===== config.mk =====
export PLATFORM = sky130hd
export DESIGN_NAME = mac_data_frame_tx_builder_core
export DESIGN_NICKNAME = d
export VERILOG_FILES = /design/src/hw/rtl/mdftb_pkg.sv /design/src/hw/rtl/mdftb_front.sv /design/src/hw/rtl/mdftb_queue.sv /design/src/hw/rtl/mdftb_back.sv /design/src/hw/rtl/mac_data_frame_tx_builder_core.sv
export SDC_FILE = /design/constraint.sdc
export NUM_CORES = 1
export LEC_CHECK = 0
export ABC_CLOCK_PERIOD_IN_PS = 3800
export BUFFER_PORTS_ARGS = -buffer_cell sky130_fd_sc_hd__clkbuf_2
export CAP_MARGIN = 0
export CORE_MARGIN = 2
export CORE_UTILIZATION = 54
export DETAILED_ROUTE_END_ITERATION = 7
export GPL_TIMING_DRIVEN = 0
export PLACE_DENSITY = 0.77
export SLEW_MARGIN = 5
export SYNTH_ARGS = -nofsm -noshare
export SYNTH_HDL_FRONTEND = slang
export SYNTH_SLANG_ARGS = --single-unit

===== constraint.sdc =====
create_clock -name clk -period 3.8 [get_ports clk]
set_input_delay 0.76 -clock clk [delete_from_list [all_inputs] [get_ports clk]]
set_output_delay 0.76 -clock clk [all_outputs]
set_load 0.03 [all_outputs]

===== src/hw/rtl/mdftb_pkg.sv =====
// Package for the data frame transmit builder.
// Holds the request and result structs, the queued frame descriptor and the
// header constants. Used by every module of the block.
package mdftb_pkg;

	localparam int unsigned MaxPayload   = 116;
	localparam int unsigned HdrLen       = 9;
	localparam int unsigned PayloadStart = 11;
	localparam int unsigned QueueDepth   = 4;

	localparam logic [7:0] FcLowAck    = 8'h61;
	localparam logic [7:0] FcLowNoAck  = 8'h41;
	localparam logic [7:0] FcHigh      = 8'h88;
	localparam logic [6:0] TxCtrlReg   = 7'h1B;
	localparam logic [7:0] TrigAck     = 8'h05;
	localparam logic [7:0] TrigNoAck   = 8'h01;
	localparam logic       KindFifo    = 1'b0;
	localparam logic       KindCtrl    = 1'b1;

	localparam logic [6:0] PayloadStartAddr = 7'(PayloadStart);
	localparam logic [6:0] PayloadEndAddr   = 7'(PayloadStart + MaxPayload);
	localparam logic [6:0] MaxPayloadLen    = 7'(MaxPayload);

	localparam logic [1:0] RegPanId   = 2'd0;
	localparam logic [1:0] RegSrcAddr = 2'd1;
	localparam logic [1:0] RegHoldSeq = 2'd2;

	typedef enum logic [3:0] {
		STEP_HDR_LEN   = 4'd0,
		STEP_FRM_LEN   = 4'd1,
		STEP_FC_LOW    = 4'd2,
		STEP_FC_HIGH   = 4'd3,
		STEP_SEQ       = 4'd4,
		STEP_PAN_LO    = 4'd5,
		STEP_PAN_HI    = 4'd6,
		STEP_DST_LO    = 4'd7,
		STEP_DST_HI    = 4'd8,
		STEP_SRC_LO    = 4'd9,
		STEP_SRC_HI    = 4'd10,
		STEP_PAYLOAD   = 4'd11,
		STEP_TRIGGER   = 4'd12
	} step_t;

	typedef struct packed {
		logic [7:0]  payload_byte;
		logic        first_byte;
		logic        last_byte;
		logic [15:0] dest_address;
		logic [6:0]  payload_length;
		logic        ack_request;
	} in_item_t;

	typedef struct packed {
		logic       write_kind;
		logic [6:0] write_address;
		logic [7:0] write_data;
		logic       burst_end;
	} out_item_t;

	typedef struct packed {
		logic [15:0] pan_id;
		logic [15:0] source_address;
		logic        hold_sequence;
	} cfg_t;

	typedef struct packed {
		logic        first;
		logic        last;
		logic        has_byte;
		logic [7:0]  byte_value;
		logic [6:0]  byte_addr;
		logic [6:0]  length;
		logic        ack;
		logic        trig_ack;
		logic [7:0]  seq;
		logic [15:0] dest;
	} desc_t;

endpackage


===== src/hw/rtl/mdftb_front.sv =====
// Front end of the frame builder: accepts requests, turns each that needs
// a write into a frame descriptor. Keeps the sequence number, FIFO pointer
// and frame ack. Depends on mdftb_pkg.
module mdftb_front (
	input  logic              clk,
	input  logic              arst_n,
	input  logic              in_valid,
	input  mdftb_pkg::in_item_t in_data,
	input  logic              hold_sequence,
	input  logic              queue_full,
	output logic              push,
	output mdftb_pkg::desc_t  push_desc
);
	import mdftb_pkg::*;

	logic [7:0] seq_q;
	logic [6:0] ptr_q;
	logic       frame_ack_q;
	logic       accept;
	logic [6:0] ptr_eff;
	logic       has_byte;
	logic       ack_eff;

	assign accept   = in_valid && !queue_full;
	assign ptr_eff  = in_data.first_byte ? PayloadStartAddr : ptr_q;
	assign has_byte = ptr_eff < PayloadEndAddr;
	assign ack_eff  = in_data.first_byte ? in_data.ack_request : frame_ack_q;

	always_comb begin
		push_desc.first      = in_data.first_byte;
		push_desc.last       = in_data.last_byte;
		push_desc.has_byte   = has_byte;
		push_desc.byte_value = in_data.payload_byte;
		push_desc.byte_addr  = ptr_eff;
		push_desc.length     = (in_data.payload_length > MaxPayloadLen) ?
			MaxPayloadLen : in_data.payload_length;
		push_desc.ack        = in_data.ack_request;
		push_desc.trig_ack   = ack_eff;
		push_desc.seq        = seq_q;
		push_desc.dest       = in_data.dest_address;
	end

	assign push = accept && (in_data.first_byte || has_byte || in_data.last_byte);

	always_ff @(posedge clk or negedge arst_n) begin
		if (!arst_n) begin
			seq_q       <= '0;
			ptr_q       <= '0;
			frame_ack_q <= 1'b0;
		end else if (accept) begin
			frame_ack_q <= ack_eff;
			ptr_q       <= has_byte ? ptr_eff + 7'd1 : ptr_eff;
			if (in_data.first_byte && !hold_sequence) begin
				seq_q <= seq_q + 8'd1;
			end
		end
	end

endmodule


===== src/hw/rtl/mdftb_queue.sv =====
// Short descriptor queue between the front and back ends of the builder.
// Register based, one push and one pop per cycle. Depends on mdftb_pkg.
module mdftb_queue (
	input  logic             clk,
	input  logic             arst_n,
	input  logic             push,
	input  mdftb_pkg::desc_t push_desc,
	input  logic             pop,
	output logic             full,
	output logic             head_valid,
	output mdftb_pkg::desc_t head_desc
);
	import mdftb_pkg::*;

	localparam int unsigned PtrW = $clog2(QueueDepth);
	localparam int unsigned CntW = $clog2(QueueDepth + 1);

	desc_t            mem_q [QueueDepth];
	logic [PtrW-1:0]  wr_ptr_q;
	logic [PtrW-1:0]  rd_ptr_q;
	logic [CntW-1:0]  count_q;
	logic             do_push;
	logic             do_pop;

	assign full       = count_q == CntW'(QueueDepth);
	assign head_valid = count_q != '0;
	assign head_desc  = mem_q[rd_ptr_q];
	assign do_push    = push && !full;
	assign do_pop     = pop && head_valid;

	always_ff @(posedge clk) begin
		if (do_push) begin
			mem_q[wr_ptr_q] <= push_desc;
		end
	end

	always_ff @(posedge clk or negedge arst_n) begin
		if (!arst_n) begin
			wr_ptr_q <= '0;
			rd_ptr_q <= '0;
			count_q  <= '0;
		end else begin
			if (do_push) begin
				wr_ptr_q <= (wr_ptr_q == PtrW'(QueueDepth - 1)) ? '0 : wr_ptr_q + 1'b1;
			end
			if (do_pop) begin
				rd_ptr_q <= (rd_ptr_q == PtrW'(QueueDepth - 1)) ? '0 : rd_ptr_q + 1'b1;
			end
			if (do_push && !do_pop) begin
				count_q <= count_q + 1'b1;
			end else if (do_pop && !do_push) begin
				count_q <= count_q - 1'b1;
			end
		end
	end

endmodule


===== src/hw/rtl/mdftb_back.sv =====
// Back end of the frame builder: steps through the header, payload and
// trigger writes of the descriptor at the queue head into an output register.
// Depends on mdftb_pkg.
module mdftb_back (
	input  logic                 clk,
	input  logic                 arst_n,
	input  mdftb_pkg::cfg_t      cfg,
	input  logic                 head_valid,
	input  mdftb_pkg::desc_t     head_desc,
	output logic                 pop,
	output logic                 out_valid,
	input  logic                 out_stall,
	output mdftb_pkg::out_item_t out_data
);
	import mdftb_pkg::*;

	step_t     step_q;
	logic      mid_q;
	step_t     step_eff;
	step_t     step_start;
	step_t     step_next;
	logic      done;
	logic      load;
	logic      emit;
	logic      out_valid_q;
	out_item_t out_q;
	out_item_t res;

	always_comb begin
		if (head_desc.first) begin
			step_start = STEP_HDR_LEN;
		end else if (head_desc.has_byte) begin
			step_start = STEP_PAYLOAD;
		end else begin
			step_start = STEP_TRIGGER;
		end
	end

	assign step_eff = mid_q ? step_q : step_start;

	always_comb begin
		res.write_kind    = KindFifo;
		res.write_address = 7'(step_eff);
		res.write_data    = 8'h00;
		step_next         = step_t'(step_eff + 4'd1);
		done              = 1'b0;
		unique case (step_eff)
			STEP_HDR_LEN: res.write_data = 8'(HdrLen);
			STEP_FRM_LEN: res.write_data = {1'b0, head_desc.length} + 8'(HdrLen);
			STEP_FC_LOW:  res.write_data = head_desc.ack ? FcLowAck : FcLowNoAck;
			STEP_FC_HIGH: res.write_data = FcHigh;
			STEP_SEQ:     res.write_data = head_desc.seq;
			STEP_PAN_LO:  res.write_data = cfg.pan_id[7:0];
			STEP_PAN_HI:  res.write_data = cfg.pan_id[15:8];
			STEP_DST_LO:  res.write_data = head_desc.dest[7:0];
			STEP_DST_HI:  res.write_data = head_desc.dest[15:8];
			STEP_SRC_LO:  res.write_data = cfg.source_address[7:0];
			STEP_SRC_HI: begin
				res.write_data = cfg.source_address[15:8];
				if (head_desc.has_byte) begin
					step_next = STEP_PAYLOAD;
				end else if (head_desc.last) begin
					step_next = STEP_TRIGGER;
				end else begin
					done = 1'b1;
				end
			end
			STEP_PAYLOAD: begin
				res.write_address = head_desc.byte_addr;
				res.write_data    = head_desc.byte_value;
				step_next         = STEP_TRIGGER;
				done              = !head_desc.last;
			end
			STEP_TRIGGER: begin
				res.write_kind    = KindCtrl;
				res.write_address = TxCtrlReg;
				res.write_data    = head_desc.trig_ack ? TrigAck : TrigNoAck;
				done              = 1'b1;
			end
			default: begin
				done = 1'b1;
			end
		endcase
		res.burst_end = done;
	end

	assign load = !out_valid_q || !out_stall;
	assign emit = load && head_valid;
	assign pop  = emit && done;

	always_ff @(posedge clk or negedge arst_n) begin
		if (!arst_n) begin
			out_valid_q <= 1'b0;
			mid_q       <= 1'b0;
			step_q      <= STEP_HDR_LEN;
		end else begin
			if (load) begin
				out_valid_q <= head_valid;
			end
			if (emit) begin
				mid_q  <= !done;
				step_q <= step_next;
			end
		end
	end

	always_ff @(posedge clk) begin
		if (emit) begin
			out_q <= res;
		end
	end

	assign out_valid = out_valid_q;
	assign out_data  = out_q;

endmodule


===== src/hw/rtl/mac_data_frame_tx_builder_core.sv =====
// Top level of the data frame transmit builder: configuration registers,
// front end, descriptor queue and back end. Depends on mdftb_pkg and the
// mdftb_front, mdftb_queue and mdftb_back modules.
//
//  Port group  Direction  Handshake          Contents
//  in_*        request    in_valid/in_stall  payload byte, frame start/end flags
//  out_*       result     out_valid/out_stall FIFO or control register write
//  cfg_*       write      cfg_wr_en          PAN ID, source address, hold flag
//
// While out_stall is low, a payload byte gives one write per cycle; a frame start
// gives 11 header writes before its byte and a frame end one trigger write after
// it, one per cycle, set by the single write port of the back end.
// The four-entry queue lets requests arrive while the back end works through
// a header. Reset clears the counters, queue and configuration at once.
// out_stall holds the output register; in_stall rises only when the queue is full.
module mac_data_frame_tx_builder_core (
	input  logic                 clk,
	input  logic                 arst_n,
	input  logic                 in_valid,
	output logic                 in_stall,
	input  mdftb_pkg::in_item_t  in_data,
	output logic                 out_valid,
	input  logic                 out_stall,
	output mdftb_pkg::out_item_t out_data,
	input  logic                 cfg_wr_en,
	input  logic [1:0]           cfg_index,
	input  logic [15:0]          cfg_wdata
);
	import mdftb_pkg::*;

	cfg_t  cfg_q;
	logic  push;
	desc_t push_desc;
	logic  pop;
	logic  full;
	logic  head_valid;
	desc_t head_desc;

	always_ff @(posedge clk or negedge arst_n) begin
		if (!arst_n) begin
			cfg_q <= '0;
		end else if (cfg_wr_en) begin
			unique case (cfg_index)
				RegPanId:   cfg_q.pan_id         <= cfg_wdata;
				RegSrcAddr: cfg_q.source_address <= cfg_wdata;
				RegHoldSeq: cfg_q.hold_sequence  <= cfg_wdata[0];
				default: begin
				end
			endcase
		end
	end

	assign in_stall = full;

	mdftb_front u_front (
		.clk          (clk),
		.arst_n       (arst_n),
		.in_valid     (in_valid),
		.in_data      (in_data),
		.hold_sequence(cfg_q.hold_sequence),
		.queue_full   (full),
		.push         (push),
		.push_desc    (push_desc)
	);

	mdftb_queue u_queue (
		.clk       (clk),
		.arst_n    (arst_n),
		.push      (push),
		.push_desc (push_desc),
		.pop       (pop),
		.full      (full),
		.head_valid(head_valid),
		.head_desc (head_desc)
	);

	mdftb_back u_back (
		.clk       (clk),
		.arst_n    (arst_n),
		.cfg       (cfg_q),
		.head_valid(head_valid),
		.head_desc (head_desc),
		.pop       (pop),
		.out_valid (out_valid),
		.out_stall (out_stall),
		.out_data  (out_data)
	);

endmodule


======== Yosys cells after proc, flatten, opt, wreduce, memory -nomap -nowiden ========
Memories as Yosys holds them, arrays and structs flattened.
Index checks and enable logic that the tools add are counted.
Widths: inputs -> output; s select.
storage, ports and cells
  bits in registers ....................... 79
  latch bits .............................. 0
  memory bits (writable) .................. 204
  bits in read-only memories .............. 0
  input port bits ......................... 57
  logic and storage cells ................. 97
  memories kept ........................... 1
memory list
  memory         depth  width  rd ports  clocked after memory_dff  wr ports  line               source
  u_queue.mem_q  4      51     1         0                         1         mdftb_queue.sv:18  desc_t mem_q [QueueDepth];
cells by class
  $add $sub $neg .......................... 8
  multipliers ............................. 0
  divide/modulo/power cells ............... 0
  magnitude comparators ................... 2
  eq/ne operators ......................... 17
  shift operators ......................... 0
  mux-type cells .......................... 24
  bitwise operators ....................... 0
  reductions and logical operators ........ 29
operators with widths
  cell                 count
  $pmux 8 s13          1
  $mux 7               3
  $eq 4x4->1 const B   5
  $eq 4x3->1 const B   4
  $mux 4               4
  $pmux 7 s2           1
  $mux 3               4
  $reduce_or 10->1     1
  $logic_and 1x1->1    9
  $add 7x4->8 const B  1
  $add 8x1->8 const B  1
  $eq 4x2->1 const B   2
  $logic_not 1->1      8
  $pmux 4 s2           1
  $reduce_and 2->1     4
  $add 7x1->7 const B  1
  $gt 7x7->1 const B   1
  $lt 7x7->1 const B   1
  $eq 2x2->1 const B   3
  $mux 1               6
  $mux 6               1
  $add 2x1->2 const B  2
  $add 4x1->4 const B  1
  $eq 4x1->1 const B   1
  11 further kinds     14

======== Longest topological paths before layout ========
An unclocked memory read counts as a cell.
  depth after elaboration ................. 12
  depth in mapped cells ................... 19
  mapped depth without buffers ............ 17

======== Hierarchy ========
Synthesis repeated with hierarchy kept, for this count alone.
second synthesis, totals
  cell total of the unflattened synthesis .. 703
  area total of the unflattened synthesis .. 12150.4 um2
by module, submodules not included
  module                          times used  cells an instance  area an instance (um2)  seq. area each (um2)
  mdftb_queue                     1           304                7877.6                  6301.0
  mdftb_back                      1           200                1820.5                  660.6
  mac_data_frame_tx_builder_core  1           71                 1253.7                  825.8
  mdftb_front                     1           128                1198.6                  400.4

======== Worst setup path before layout ========
Ideal clock, no wire load.
  kind .................................... reg2reg
  start point ............................. register u_queue.rd_ptr_q[0]
  end point ............................... register u_queue.count_q[1]
  setup time .............................. 125 ps
  arrival time ............................ 3764 ps
  required time ........................... 3675 ps
  path slack .............................. -88 ps
  stages on the path, launching flop included .. 17
  period minus slack after synthesis ...... 3888 ps
  cell sequence ........................... dfrtp_1 -> buf_6 -> mux4_2 -> buf_6 -> and2_1 -> a21oi_1 -> inv_1 -> ha_1 -> buf_2 -> or4_1 -> o211ai_1 -> o21bai_4 -> nand2_4 -> ha_1 -> inv_1 -> fa_1 -> mux2_2
between the ends
  word-level cells in the longest chain between the ends .. 12
  elaborated cells between the ends (all ways) .. 28
RTL lines
  element                                      line               source
  start: declaration                           mdftb_queue.sv:20  logic [PtrW-1:0] rd_ptr_q;
  start signal: assignment                     mdftb_queue.sv:47  rd_ptr_q <= (rd_ptr_q == PtrW'(QueueDepth - 1)) ? '0 : rd_ptr_q + 1'b1;
  $mem_v2 4x51 *                               --
  $mux 3                                       mdftb_back.sv:32   end else if (head_desc.has_byte) begin
  $mux 4                                       mdftb_back.sv:30   if (head_desc.first) begin
  $mux 4                                       mdftb_back.sv:39   assign step_eff = mid_q ? step_q : step_start;
  $eq 4x1->1 (tied with other cells)           mdftb_back.sv:47   unique case (step_eff)
  $reduce_or 10->1 (no source line)            --
  $pmux 1 s3 *                                 mdftb_back.sv:47
  named net u_back.done                        mdftb_back.sv:22   logic done;
  $logic_and 1x1->1 *                          mdftb_back.sv:89   assign pop = emit && done;
  $logic_and 1x1->1 *                          mdftb_queue.sv:29  assign do_pop = pop && head_valid;
  $logic_not 1->1                              mdftb_queue.sv:49  if (do_push && !do_pop) begin
  $logic_and 1x1->1                            mdftb_queue.sv:49
  $mux 3 or $reduce_bool 2->1 (tied branches)  --
  end signal: assignment                       mdftb_queue.sv:50  count_q <= count_q + 1'b1;
  end signal: assignment                       mdftb_queue.sv:52  count_q <= count_q - 1'b1;
  end: declaration                             mdftb_queue.sv:21  logic [CntW-1:0] count_q;
Mark *: on every way through the listed nets, which the timed path passes. The rest lies on a longest branch.
A chain may end at the register's enable or synchronous reset.

======== Worst setup path after layout ========
Ends and elaborated chain as after synthesis.

==> results.cfg <==
[cells_and_area]
seq_area_mm2 = 0.00819
drive_gt1_share_pct = 34.1
areaGrowthSynthToFinish_pct = 15.6
finalNonFillerCells = 1076
final_nets = 850
nFillCells = 1427
multi_input_area_mm2 = 0.00334

[floorplanning]
start_util_pct = 55.2
rows = 53
core_area_mm2 = 0.0211
fp.dieH_um = 151
io_pins = 76
fp.dieW_um = 151
fp.dieArea_mm2 = 0.0227

[power]
sw_frac_of_total_pct = 34.6
p_clk_share_pct = 21.3
leakagePower_uw = 0.00482
finalPower_uw = 11400
netSwitchingPower_uw = 3930
pwr-share-seq_pct = 40.6
p_per_area_mw_per_mm2 = 844
internal_power_uw = 7420
pwr-share-comb_pct = 38.1
max-vdd-ir-drop_uv = 382

[synthesis]
yosysWarningCount = 0
syn_avg_cell_area_um2 = 17.8
synth_most_common_cell = edfxtp_1
ys_ff_latch = 283
yosysTopAreaCell = edfxtp_1
ys_seq_area_share_pct = 70.4
synth_fp_nets = 726
synth.distinct_cells = 57
synth-main-ff-cell = edfxtp_1
ys_top_cells_by_count = 221 x edfxtp_1, 62 x dfrtp_1, 49 x mux4_2
synth_edf_count = 221
synthCells = 655
syn-cell-area_mm2 = 0.0116
async_reset_ff_share_pct = 21.9
yosys-top-cells-area = edfxtp_1 57%, dfrtp_1 13%, mux4_2 9.5%, mux2_2 4.1%, ha_1 1.4%
synth_top_cell_area_share_pct = 57.1

[clocking]
cts_tree = built
cts.sinks = 283
cts_max_level = 1
clk_latency_ps = 530
cts_buffer_depth = 3
cts.clk_slew.worst_paths_ps = 60
cts-buffers-inserted = 27
cts-root-buf = clkbuf_16

[worst_setup_path]
critPathLaunchType = register
worstPathMaxFanout = 4
critical_path_required_ps = 4220
end_kind = register
rrSetupSlack_ps = 90
arrival_ps = 4130
path_class = reg -> reg

[sta]
finalSetupViolCount = 0
timing.final.max_slew_violations = 0
skew_ps = 9.43
worst_slew_pin_slew_ps = 1260
fmax_mhz = 270
timing.hold.ws_ps = 66.2
slew_headroom_pct = 15.5
period_minus_slack_ps = 3710
fin_crit_sh_pct = 97.6
hold_viol = 0
final.setup.tns_ps = 0

[detailed_routing]
drc = 0
vias = 6558
first_pass_iters = 5
ant_nets = 0
routed_via_density = 6.09
drtIter0Drc = 617
drt_wl_total_mm = 25.1
wl_per_cell_um = 23.3

[status]
status = complete, no violations

[place]
hpwlAfterDp_mm = 16.5
port_buffers = 75
routabilityCongestion = 0.876
dp_cells = 1006

[global_route]
grt_use_total_pct = 22.6
grt_pass1_vias = 6739
grt_pass1_wl_mm = 38.2
antenna_found_initial = 1
grt_max_degree = 57
overflow = 0

[min_path]
min-delay-path-class = in -> async

[job]
maxCapViolCount = 0
worst max-delay path: stages, from the launching register on:
cell	delay, ps
dfrtp_1	360
buf_6	120
mux4_2	520
buf_6	140
and2_4	150
a21oi_4	150
inv_2	80
ha_4	170
or4_4	520
o211ai_1	130
o21bai_4	190
nand2_4	90
ha_4	220
inv_2	60
fa_1	420
mux2_2	270
cells in the final DEF (no fill, tap or decap), drive strengths merged, types with 22 or more instances in the layout:
cell,instances
nand2,33
nor2,22
mux4,50
clkbuf,125
mux2,44
dfrtp,62
edfxtp,221
a21oi,29
buf,40
cell type report:
class	count	share of cell area [%]
Clock buffer	36	5.35
Inverter	11	0.307
Antenna cell	1	0.0186
Timing Repair Buffer	96	4.13
Multi-Input combinational cell	327	24.8
Sequential cell	283	60.9
Tap cell	275	2.56
Buffer	33	1.28
Clock inverter	14	0.614
path summary, 6_finish.rpt:
check | endpoint | from | cells past startpoint
max | u_queue.count_q[1]$_DFFE_PN0P_ | u_queue.rd_ptr_q[0]$_DFFE_PN0P_ | 15
min | u_back.out_valid$_DFFE_PN0N_ | arst_n | 1
max reg2reg | u_queue.count_q[1]$_DFFE_PN0P_ | u_queue.rd_ptr_q[0]$_DFFE_PN0P_ | 15
min reg2reg | u_front.frame_ack_q$_DFFE_PN0P_ | u_front.frame_ack_q$_DFFE_PN0P_ | 1
max in group asynchronous | cfg_q[31]$_DFFE_PN0P_ | arst_n | 2
min in group clk | u_queue.mem_q[0][7]$_DFFE_PP_ | in_data[15] | 1
metal layers:
layer / vias to the layer above / routed length, um / global-route usage (%)
li1: 2854 / - / -
met1: 3379 / 9980 / 30.3
met2: 268 / 12700 / 38.5
met3: 57 / 1680 / 3.94
met4: 0 / 675 / 6.40
met5: - / 0 / 0
metrics by stage:
step	setup slack [ps]	utilization (%)	area (um2)
5_1_grt	-31.2	63.8	13400
2_1_floorplan	1.29	-	11600
3_3_place_gp	-660	58.6	12400
6_report	91.4	63.8	13400
3_5_place_dp	-439	58.9	12400
4_1_cts	13.1	63.3	13300
state kept, by name, summed over array words and instances (netlist names):
register and count:
u_queue.mem_q 204, cfg_q 33, u_back.out_data 17, u_front.seq_q 8, u_front.ptr_q 7, u_back.step_q 4
u_queue.count_q 3, u_queue.rd_ptr_q 2, u_queue.wr_ptr_q 2, u_back.mid_q 1, u_back.out_valid 1, u_front.frame_ack_q 1
logic make-up (layout without fill, tap and decap cells):
kind of cell	Yosys count	in the layout	share of synthesized area (%)
AOI/OAI and AO/OA	89	89	5.77
xor gates and xnor gates	15	15	1.13
adders and majority gates	14	14	1.57
buffers and inverters	45	190	1.85
DFF	283	283	70.4
muxes	98	98	14.4
other	0	1	0
and+or+nand+nor	111	111	4.91
power groups by stage:
stage,registers [uW],logic (uW),clock network [uW]
6_report,4610,4320,2420
3_3_place_gp,4620,3800,0
2_1_floorplan,4740,2620,0
3_5_place_dp,4650,3950,0
5_1_grt,4680,4610,2560
4_1_cts,4610,4160,2450
timing repair:
item | CTS | global route
resized for setup | 16 | 3
pin swaps | 4 | 5
buffers inserted | 9 | 11
endpoints found under the setup margin | 2 | 2
hold buffers | 0 | 0
gates cloned | 0 | 0
Note: power is estimated with default switching activity, not from simulation.
